File: src/rtl/core/srsw_pkg.sv
// Types and codes for the selective-repeat sender window.
package srsw_pkg;

    typedef enum logic [1:0] {
        ACT_SEND    = 2'd0,
        ACT_ACK     = 2'd1,
        ACT_TIMEOUT = 2'd2,
        ACT_NONE    = 2'd3
    } action_t;

    typedef enum logic [3:0] {
        S_IDLE  = 4'b0001,
        S_READ  = 4'b0010,
        S_SLIDE = 4'b0100,
        S_DONE  = 4'b1000
    } state_t;

endpackage

File: src/rtl/core/srsw_cmd_if.sv
// Command channel: send, acknowledgement and timeout events.
interface srsw_cmd_if #(
    parameter int SEQ_BITS     = 3,
    parameter int PAYLOAD_BITS = 64
);
    logic                    valid;
    logic                    ready;
    logic [1:0]              action;
    logic [SEQ_BITS-1:0]     seq_num;
    logic                    ack_ok;
    logic [PAYLOAD_BITS-1:0] payload;

    modport source (output valid, action, seq_num, ack_ok, payload, input ready);
    modport sink   (input valid, action, seq_num, ack_ok, payload, output ready);
endinterface

File: src/rtl/core/srsw_rsp_if.sv
// Response channel: packet, timer commands and window status.
interface srsw_rsp_if #(
    parameter int SEQ_BITS     = 3,
    parameter int PAYLOAD_BITS = 64,
    parameter int CNT_BITS     = 3
);
    logic                    valid;
    logic                    ready;
    logic                    accepted;
    logic                    emit_packet;
    logic [SEQ_BITS-1:0]     out_seq;
    logic [PAYLOAD_BITS-1:0] out_payload;
    logic                    start_timer;
    logic                    stop_timer;
    logic [SEQ_BITS-1:0]     timer_seq;
    logic                    window_full;
    logic [SEQ_BITS-1:0]     window_base;
    logic [CNT_BITS-1:0]     outstanding;

    modport source (output valid, accepted, emit_packet, out_seq, out_payload,
                    start_timer, stop_timer, timer_seq, window_full, window_base,
                    outstanding, input ready);
    modport sink   (input valid, accepted, emit_packet, out_seq, out_payload,
                    start_timer, stop_timer, timer_seq, window_full, window_base,
                    outstanding, output ready);
endinterface

File: src/rtl/core/srsw_ram.sv
// Single-port RAM with registered read data.
module srsw_ram #(
    parameter int WIDTH = 64,
    parameter int DEPTH = 8
) (
    input  logic                     clk,
    input  logic                     we,
    input  logic [$clog2(DEPTH)-1:0] addr,
    input  logic [WIDTH-1:0]         wdata,
    output logic [WIDTH-1:0]         rdata
);

    logic [WIDTH-1:0] mem [DEPTH];

    always_ff @(posedge clk)
    begin
        if (we)
        begin
            mem[addr] <= wdata;
        end
        rdata <= mem[addr];
    end

endmodule

File: src/rtl/core/selective_repeat_sender_window.sv
// Selective-repeat ARQ sender window: window pointers, ack marks and packet store.
//
// cmd carries one event per transaction: send (store payload, emit it, start its
// timer), acknowledgement (checksum verdict in ack_ok; stops the timer and marks
// the slot, the base slides when the base is acknowledged) or timeout (resend the
// stored packet and restart its timer). Every command yields exactly one rsp
// transaction with the timer commands and the window status after the event.
// One command is worked on at a time; cmd.ready is high only when the
// sequencer is idle. A send, a plain ack or an ignored event goes straight
// to the done state; a timeout first passes the read state (packet RAM read),
// and an ack that slides the base passes the slide state, which tests one ack
// flag per cycle. From the done state the result is loaded into the rsp
// register once that register is free. A new command is taken the cycle after
// the rsp register is loaded, so none is taken while another is in work.
// While rsp.ready is low the finished result holds in the rsp register; the
// next command is still taken and worked on, and its result waits in the
// sequencer until the register frees.
// Reset clears the pointers, the outstanding count and all ack flags; the packet
// store is not cleared and holds what later sends write.
module selective_repeat_sender_window #(
    parameter int SEQ_SPACE    = 8,
    parameter int WINDOW       = 4,
    parameter int PAYLOAD_BITS = 64
) (
    input logic       clk,
    input logic       rst_n,
    srsw_cmd_if.sink  cmd,
    srsw_rsp_if.source rsp
);

    localparam int SEQ_BITS = $clog2(SEQ_SPACE);
    localparam int CNT_BITS = $clog2(WINDOW + 1);
    localparam int CMP_BITS = (SEQ_BITS > CNT_BITS) ? SEQ_BITS : CNT_BITS;
    localparam logic [SEQ_BITS:0]   SPACE_W  = (SEQ_BITS + 1)'(SEQ_SPACE);
    localparam logic [SEQ_BITS-1:0] SEQ_LAST = SEQ_BITS'(SEQ_SPACE - 1);
    localparam logic [CNT_BITS-1:0] WIN_W    = CNT_BITS'(WINDOW);

    function automatic logic [SEQ_BITS-1:0] wrap_inc(input logic [SEQ_BITS-1:0] v);
        return (v == SEQ_LAST) ? '0 : v + 1'b1;
    endfunction

    srsw_pkg::state_t state_reg, state_next;
    logic [SEQ_BITS-1:0]  base_reg, base_next;
    logic [SEQ_BITS-1:0]  next_ptr_reg, next_ptr_next;
    logic [CNT_BITS-1:0]  flight_reg, flight_next;
    logic [SEQ_SPACE-1:0] acked_reg, acked_next;

    // pending result of the command in work
    logic                    res_acc_reg, res_acc_next;
    logic                    res_emit_reg, res_emit_next;
    logic [SEQ_BITS-1:0]     res_oseq_reg, res_oseq_next;
    logic [PAYLOAD_BITS-1:0] res_pay_reg, res_pay_next;
    logic                    res_start_reg, res_start_next;
    logic                    res_stop_reg, res_stop_next;
    logic [SEQ_BITS-1:0]     res_tseq_reg, res_tseq_next;

    // rsp output register
    logic                    out_valid_reg, out_valid_next;
    logic                    out_acc_reg, out_emit_reg, out_start_reg, out_stop_reg;
    logic [SEQ_BITS-1:0]     out_oseq_reg, out_tseq_reg, out_base_reg;
    logic [PAYLOAD_BITS-1:0] out_pay_reg;
    logic                    out_full_reg;
    logic [CNT_BITS-1:0]     out_flight_reg;

    srsw_pkg::action_t   act;
    logic [SEQ_BITS-1:0] seq;
    logic [SEQ_BITS:0]   seq_ext;
    logic [SEQ_BITS:0]   off_ext;
    logic                in_win;
    logic                take;
    logic                load;
    logic                ram_we;
    logic [SEQ_BITS-1:0] ram_addr;
    logic [PAYLOAD_BITS-1:0] ram_rdata;

    assign act     = srsw_pkg::action_t'(cmd.action);
    assign seq_ext = {1'b0, cmd.seq_num};
    // reduce modulo the sequence space: the port value stays below twice its size
    assign seq     = (seq_ext >= SPACE_W) ? SEQ_BITS'(seq_ext - SPACE_W) : cmd.seq_num;
    assign off_ext = (seq >= base_reg) ? {1'b0, seq} - {1'b0, base_reg}
                                       : {1'b0, seq} + SPACE_W - {1'b0, base_reg};
    assign in_win  = CMP_BITS'(SEQ_BITS'(off_ext)) < CMP_BITS'(flight_reg);

    assign take      = (state_reg == srsw_pkg::S_IDLE) && cmd.valid;
    assign load      = (state_reg == srsw_pkg::S_DONE) && (!out_valid_reg || rsp.ready);
    assign cmd.ready = (state_reg == srsw_pkg::S_IDLE);
    assign ram_addr  = (act == srsw_pkg::ACT_SEND) ? next_ptr_reg : seq;
    assign ram_we    = take && (act == srsw_pkg::ACT_SEND) && (flight_reg < WIN_W);

    srsw_ram #(
        .WIDTH (PAYLOAD_BITS),
        .DEPTH (SEQ_SPACE)
    ) u_store (
        .clk   (clk),
        .we    (ram_we),
        .addr  (ram_addr),
        .wdata (cmd.payload),
        .rdata (ram_rdata)
    );

    always_comb
    begin
        state_next     = state_reg;
        base_next      = base_reg;
        next_ptr_next  = next_ptr_reg;
        flight_next    = flight_reg;
        acked_next     = acked_reg;
        res_acc_next   = res_acc_reg;
        res_emit_next  = res_emit_reg;
        res_oseq_next  = res_oseq_reg;
        res_pay_next   = res_pay_reg;
        res_start_next = res_start_reg;
        res_stop_next  = res_stop_reg;
        res_tseq_next  = res_tseq_reg;

        unique case (state_reg)
            srsw_pkg::S_IDLE:
            begin
                if (cmd.valid)
                begin
                    res_acc_next   = 1'b0;
                    res_emit_next  = 1'b0;
                    res_oseq_next  = '0;
                    res_pay_next   = '0;
                    res_start_next = 1'b0;
                    res_stop_next  = 1'b0;
                    res_tseq_next  = '0;
                    state_next     = srsw_pkg::S_DONE;
                    unique case (act)
                        srsw_pkg::ACT_SEND:
                        begin
                            if (flight_reg < WIN_W)
                            begin
                                acked_next[next_ptr_reg] = 1'b0;
                                res_acc_next   = 1'b1;
                                res_emit_next  = 1'b1;
                                res_oseq_next  = next_ptr_reg;
                                res_pay_next   = cmd.payload;
                                res_start_next = 1'b1;
                                res_tseq_next  = next_ptr_reg;
                                next_ptr_next  = wrap_inc(next_ptr_reg);
                                flight_next    = flight_reg + 1'b1;
                            end
                        end
                        srsw_pkg::ACT_ACK:
                        begin
                            if (cmd.ack_ok && in_win)
                            begin
                                acked_next[seq] = 1'b1;
                                res_acc_next    = 1'b1;
                                res_stop_next   = 1'b1;
                                res_tseq_next   = seq;
                                if (seq == base_reg)
                                begin
                                    state_next = srsw_pkg::S_SLIDE;
                                end
                            end
                        end
                        srsw_pkg::ACT_TIMEOUT:
                        begin
                            res_acc_next   = 1'b1;
                            res_emit_next  = 1'b1;
                            res_oseq_next  = seq;
                            res_start_next = 1'b1;
                            res_tseq_next  = seq;
                            state_next     = srsw_pkg::S_READ;
                        end
                        srsw_pkg::ACT_NONE:
                        begin
                            state_next = srsw_pkg::S_DONE;
                        end
                    endcase
                end
            end
            srsw_pkg::S_READ:
            begin
                res_pay_next = ram_rdata;
                state_next   = srsw_pkg::S_DONE;
            end
            srsw_pkg::S_SLIDE:
            begin
                // advance over one marked slot per cycle
                if ((flight_reg != '0) && acked_reg[base_reg])
                begin
                    acked_next[base_reg] = 1'b0;
                    base_next            = wrap_inc(base_reg);
                    flight_next          = flight_reg - 1'b1;
                end
                else
                begin
                    state_next = srsw_pkg::S_DONE;
                end
            end
            srsw_pkg::S_DONE:
            begin
                if (load)
                begin
                    state_next = srsw_pkg::S_IDLE;
                end
            end
        endcase
    end

    always_comb
    begin
        out_valid_next = out_valid_reg;
        if (load)
        begin
            out_valid_next = 1'b1;
        end
        else if (rsp.ready)
        begin
            out_valid_next = 1'b0;
        end
    end

    always_ff @(posedge clk or negedge rst_n)
    begin
        if (!rst_n)
        begin
            state_reg     <= srsw_pkg::S_IDLE;
            base_reg      <= '0;
            next_ptr_reg  <= '0;
            flight_reg    <= '0;
            acked_reg     <= '0;
            out_valid_reg <= 1'b0;
        end
        else
        begin
            state_reg     <= state_next;
            base_reg      <= base_next;
            next_ptr_reg  <= next_ptr_next;
            flight_reg    <= flight_next;
            acked_reg     <= acked_next;
            out_valid_reg <= out_valid_next;
        end
    end

    always_ff @(posedge clk)
    begin
        res_acc_reg   <= res_acc_next;
        res_emit_reg  <= res_emit_next;
        res_oseq_reg  <= res_oseq_next;
        res_pay_reg   <= res_pay_next;
        res_start_reg <= res_start_next;
        res_stop_reg  <= res_stop_next;
        res_tseq_reg  <= res_tseq_next;
        if (load)
        begin
            out_acc_reg    <= res_acc_reg;
            out_emit_reg   <= res_emit_reg;
            out_oseq_reg   <= res_oseq_reg;
            out_pay_reg    <= res_pay_reg;
            out_start_reg  <= res_start_reg;
            out_stop_reg   <= res_stop_reg;
            out_tseq_reg   <= res_tseq_reg;
            out_full_reg   <= (flight_reg == WIN_W);
            out_base_reg   <= base_reg;
            out_flight_reg <= flight_reg;
        end
    end

    assign rsp.valid       = out_valid_reg;
    assign rsp.accepted    = out_acc_reg;
    assign rsp.emit_packet = out_emit_reg;
    assign rsp.out_seq     = out_oseq_reg;
    assign rsp.out_payload = out_pay_reg;
    assign rsp.start_timer = out_start_reg;
    assign rsp.stop_timer  = out_stop_reg;
    assign rsp.timer_seq   = out_tseq_reg;
    assign rsp.window_full = out_full_reg;
    assign rsp.window_base = out_base_reg;
    assign rsp.outstanding = out_flight_reg;

endmodule

File: src/flat_wrapper.sv
// flat-port wrapper written by rule: the top's interface ports become plain ports
module selective_repeat_sender_window_flat 
#(
    parameter int SEQ_SPACE    = 8,
    parameter int WINDOW       = 4,
    parameter int PAYLOAD_BITS = 64
)
  (clk, rst_n, cmd_valid, cmd_action, cmd_seq_num, cmd_ack_ok, cmd_payload, cmd_ready, rsp_valid, rsp_accepted, rsp_emit_packet, rsp_out_seq, rsp_out_payload, rsp_start_timer, rsp_stop_timer, rsp_timer_seq, rsp_window_full, rsp_window_base, rsp_outstanding, rsp_ready);
  srsw_cmd_if #(.SEQ_BITS((3)), .PAYLOAD_BITS(PAYLOAD_BITS)) cmd_i ();
  srsw_rsp_if #(.SEQ_BITS((3)), .PAYLOAD_BITS(PAYLOAD_BITS), .CNT_BITS((3))) rsp_i ();
  input logic clk;
  input logic rst_n;
  input wire logic [$bits(cmd_i.valid)-1:0] cmd_valid;
  input wire logic [$bits(cmd_i.action)-1:0] cmd_action;
  input wire logic [$bits(cmd_i.seq_num)-1:0] cmd_seq_num;
  input wire logic [$bits(cmd_i.ack_ok)-1:0] cmd_ack_ok;
  input wire logic [$bits(cmd_i.payload)-1:0] cmd_payload;
  output wire logic [$bits(cmd_i.ready)-1:0] cmd_ready;
  output wire logic [$bits(rsp_i.valid)-1:0] rsp_valid;
  output wire logic [$bits(rsp_i.accepted)-1:0] rsp_accepted;
  output wire logic [$bits(rsp_i.emit_packet)-1:0] rsp_emit_packet;
  output wire logic [$bits(rsp_i.out_seq)-1:0] rsp_out_seq;
  output wire logic [$bits(rsp_i.out_payload)-1:0] rsp_out_payload;
  output wire logic [$bits(rsp_i.start_timer)-1:0] rsp_start_timer;
  output wire logic [$bits(rsp_i.stop_timer)-1:0] rsp_stop_timer;
  output wire logic [$bits(rsp_i.timer_seq)-1:0] rsp_timer_seq;
  output wire logic [$bits(rsp_i.window_full)-1:0] rsp_window_full;
  output wire logic [$bits(rsp_i.window_base)-1:0] rsp_window_base;
  output wire logic [$bits(rsp_i.outstanding)-1:0] rsp_outstanding;
  input wire logic [$bits(rsp_i.ready)-1:0] rsp_ready;
  assign cmd_i.valid = cmd_valid;
  assign cmd_i.action = cmd_action;
  assign cmd_i.seq_num = cmd_seq_num;
  assign cmd_i.ack_ok = cmd_ack_ok;
  assign cmd_i.payload = cmd_payload;
  assign cmd_ready = cmd_i.ready;
  assign rsp_valid = rsp_i.valid;
  assign rsp_accepted = rsp_i.accepted;
  assign rsp_emit_packet = rsp_i.emit_packet;
  assign rsp_out_seq = rsp_i.out_seq;
  assign rsp_out_payload = rsp_i.out_payload;
  assign rsp_start_timer = rsp_i.start_timer;
  assign rsp_stop_timer = rsp_i.stop_timer;
  assign rsp_timer_seq = rsp_i.timer_seq;
  assign rsp_window_full = rsp_i.window_full;
  assign rsp_window_base = rsp_i.window_base;
  assign rsp_outstanding = rsp_i.outstanding;
  assign rsp_i.ready = rsp_ready;
  selective_repeat_sender_window #(.SEQ_SPACE(SEQ_SPACE), .WINDOW(WINDOW), .PAYLOAD_BITS(PAYLOAD_BITS)) u_core (.clk(clk), .rst_n(rst_n), .cmd(cmd_i), .rsp(rsp_i));
endmodule
File: config.mk
export PLATFORM = sky130hd
export DESIGN_NAME = selective_repeat_sender_window_flat
export DESIGN_NICKNAME = d
export VERILOG_FILES = /design/src/rtl/core/srsw_pkg.sv /design/src/rtl/core/srsw_cmd_if.sv /design/src/rtl/core/srsw_rsp_if.sv /design/src/rtl/core/srsw_ram.sv /design/src/rtl/core/selective_repeat_sender_window.sv /design/src/flat_wrapper.sv
export SDC_FILE = /design/constraint.sdc
export NUM_CORES = 1
export LEC_CHECK = 0
export BUFFER_PORTS_ARGS = -buffer_cell sky130_fd_sc_hd__buf_4
export CAP_MARGIN = 20
export CORE_UTILIZATION = 30
export CTS_CLUSTER_SIZE = 20
export DETAILED_ROUTE_END_ITERATION = 7
export PLACE_DENSITY = 0.55
export SLEW_MARGIN = 10
export SYNTH_ARGS = -nofsm -noshare
export SYNTH_HDL_FRONTEND = slang
export SYNTH_SLANG_ARGS = --single-unit
File: constraint.sdc
create_clock -name clk -period 9.9 [get_ports clk]
set_clock_uncertainty 0.15 [all_clocks]
set_input_delay 1.98 -clock clk [delete_from_list [all_inputs] [get_ports clk]]
set_output_delay 1.98 -clock clk [all_outputs]
set_load 0.03 [all_outputs]
==> results.yml <==
cts:
  numCtsBuffers: 76
  cts_resized: 0
  h-tree-depth: 3
  postCtsSetupBuffers: 0
  cts_hold_buf: 0
  worstSkewPairLatency_ns: 0.61
  cts_tree: "built"
  cts_buffer_depth: 3
  cts_sinks: 751
  path_clk_slew_ns: 0.06
  cts-root-buf: "clkbuf_16"
drt:
  via_per_inst: 4.74
  wl_per_cell_um: 20.4
  routed_wl_mm: 67.6
  vias: 15700
  drc_errors: 0
  initialDrtViolationCount: 1125
  dr.pass1.iters: 5
  ant_nets: 0
flow_run:
  cap_violations: 0
synth:
  yosysUniqueCellTypes: 59
  synth_nets: 1939
  async_flop_share_pct: 2.93
  yosysSeqAreaShare_pct: 78.1
  synthFlopType: "edfxtp_1"
  yosysWarnings: 0
  synth.avg_cell_area_um2: 15.1
  synth-seq-cells: 751
  synth_edf_count: 665
  synth_area_mm2: 0.0279
  syn-instance-count: 1851
worst_setup_path:
  worstSetupPathType: "in -> reg"
  path_max_fanout: 53
  r2r-end: "u_core.u_store.mem[2][16]"
  crit_path_start_kind: "input port"
  slowest_delay_ns: 0.96
  ff2ff_path_depth: 6
  crit_slowest_cell: "nor4_4"
  crit_required_ns: 9.97
  r2r_slack_ns: 5.59
  arrival_ns: 5.61
  end_kind: "flop"
  worstReg2RegStart: "u_core.state_reg[0]"
  cpMostUsedCell: "buf_4"
  path_cells: "buf_4, inv_1, ha_1, nor2b_4, nand3_1, nor4_4, buf_4"
floorplan:
  pin_count: 157
  die_y_um: 307
  dieWidth_um: 307
  start_util_pct: 30.4
  rows: 111
  core_mm2: 0.0919
  die_area_mm2: 0.0943
run_status:
  outcome: "completed"
place:
  dp_slack_ns: 3.64
  gp_congestion: 0.764
  dpl.hpwl_mm: 37.8
  dpl_cell_area_mm2: 0.0305
  port-buffer-count: 156
finish:
  final_util_pct: 36.1
  largest_reg_flops: 512
  final_common_cell: "edfxtp_1"
  layout_common_cells: "edfxtp_1 (665), nand2_1 (415), buf_4 (181), o21ai_0 (96), nand3_1 (91)"
  antenna_cells: 0
  regMostFlops: "u_core.u_store.mem"
  layout.nets: 2097
  drive_above_1_share_pct: 18.1
  syn_to_final_growth_pct: 18.8
  design_area_mm2: 0.0332
sta:
  finalHoldViolations: 0
  finalWorstSetupSlack_ns: 4.36
  slew_viol_final: 0
  final.period_utilization_pct: 55.9
  setup_tns_ns: 0
  max_freq_mhz: 181
  worst_slew_margin_rel_pct: 25.5
  rsz0062_at_grt: "false"
  worst_slew_pin_slew_ns: 1.12
  fin_crit_ns: 5.54
  setup_viol: 0
hold_path:
  worstHoldPathCells: 0
  holdPathEnd: "u_core.rsp.accepted"
  hold_path_startpoint: "u_core.res_acc_reg"
  hp-class: "reg -> reg"
grt:
  gr-total-overflow: 0
  first_global_vias: 16100
  grt_pass1_wl_mm: 101
  grtUsageTotal_pct: 14.2
  antenna_found_initial: 3
  grt_max_degree: 83
pwr:
  p_leak_nw: 11.2
  power_density_mw_per_mm2: 229
  total_power_mw: 7.59
  peakVddDrop_v: 0.000113
-- power breakdown --
group	total, mW	switching [mW]	internal [mW]
clock network	2.92	1.19	1.72
logic	0.877	0.610	0.267
registers	3.79	0.0801	3.71
-- critical path: cells and delay by family --
kind	cells	cell delay, ns
buffers and inverters	3	1.03
adder cells (fa/ha/maj)	1	0.71
AND/OR/NAND/NOR	3	1.82
-- cells by family after synthesis --
logic type,count (synthesis),share of synthesized area (%)
compound gates,323,7.53
buf+inv,118,1.89
fa+ha+maj,14,0.681
simple gates,587,8.80
xor+xnor,4,0.125
flops,751,78.1
mux,54,2.90
-- synth_stat cells (all sizes together) (3+ instances only) --
master	n	area [um^2]
a222oi	10	100
dfxtp	64	1280
o21ai	96	480
o21a	6	45.0
a211oi	8	60.1
nor4	3	18.8
o22ai	7	43.8
a21oi	83	415
edfxtp	665	20000
ha	12	150
o32ai	3	26.3
nor2b	4	25.0
mux2	13	146
mux2i	22	236
nand3	91	455
a31o	11	96.3
nor3	12	60.1
a221oi	27	236
mux4	19	428
inv	13	48.8
xnor2	3	26.3
dfrtp	21	526
clkbuf	51	191
a22oi	30	225
o221ai	10	87.6
a22o	15	131
nand2b	13	81.3
buf	54	287
or2	5	31.3
nand2	415	1560
nor2	33	131
a31oi	3	18.8
o2bb2ai	3	26.3
-- final cells by class --
class / instances / area, um^2
Sequential cell: 751 / 21800
Tap cell: 1243 / 1560
Fill cell: 8736 / 58800
Inverter: 13 / 48.8
Timing Repair Buffer: 185 / 1470
Clock buffer: 102 / 2150
Clock inverter: 40 / 418
Multi-Input combinational cell: 982 / 5740
-- per-layer routing --
layer  GRT usage, %  share of wire (%)  wire length (um)
met3           2.89                5.7              3840
met1           18.5                 44             29800
met4           4.18                2.0              1340
met5              0              0.062                42
met2           23.9                 48             32600
-- worst max-delay path by stage --
stage,to,startpoint,slack (ns)
floorplan,u_core.u_store.mem[6][0],cmd_action[0],1.42
global placement,u_core.u_store.mem[2][18],cmd_action[0],3.71
detailed placement,u_core.u_store.mem[2][18],cmd_action[0],3.64
CTS,u_core.u_store.mem[2][20],cmd_action[0],4.30
global route,u_core.u_store.mem[2][26],cmd_action[0],4.11
finish,u_core.u_store.mem[2][16],cmd_action[0],4.36
-- through the flow --
| step | std cells | hold slack (ns) |
|---|---|---|
| after CTS | 3313 | 0.266 |
| after global routing | 3316 | 0.271 |
| after global placement | 3170 | 0.260 |
| after floorplan | 1851 | 0.250 |
| final | 3316 | 0.266 |
| after detailed placement | 3171 | 0.255 |
(Power assumes the default switching activity.)
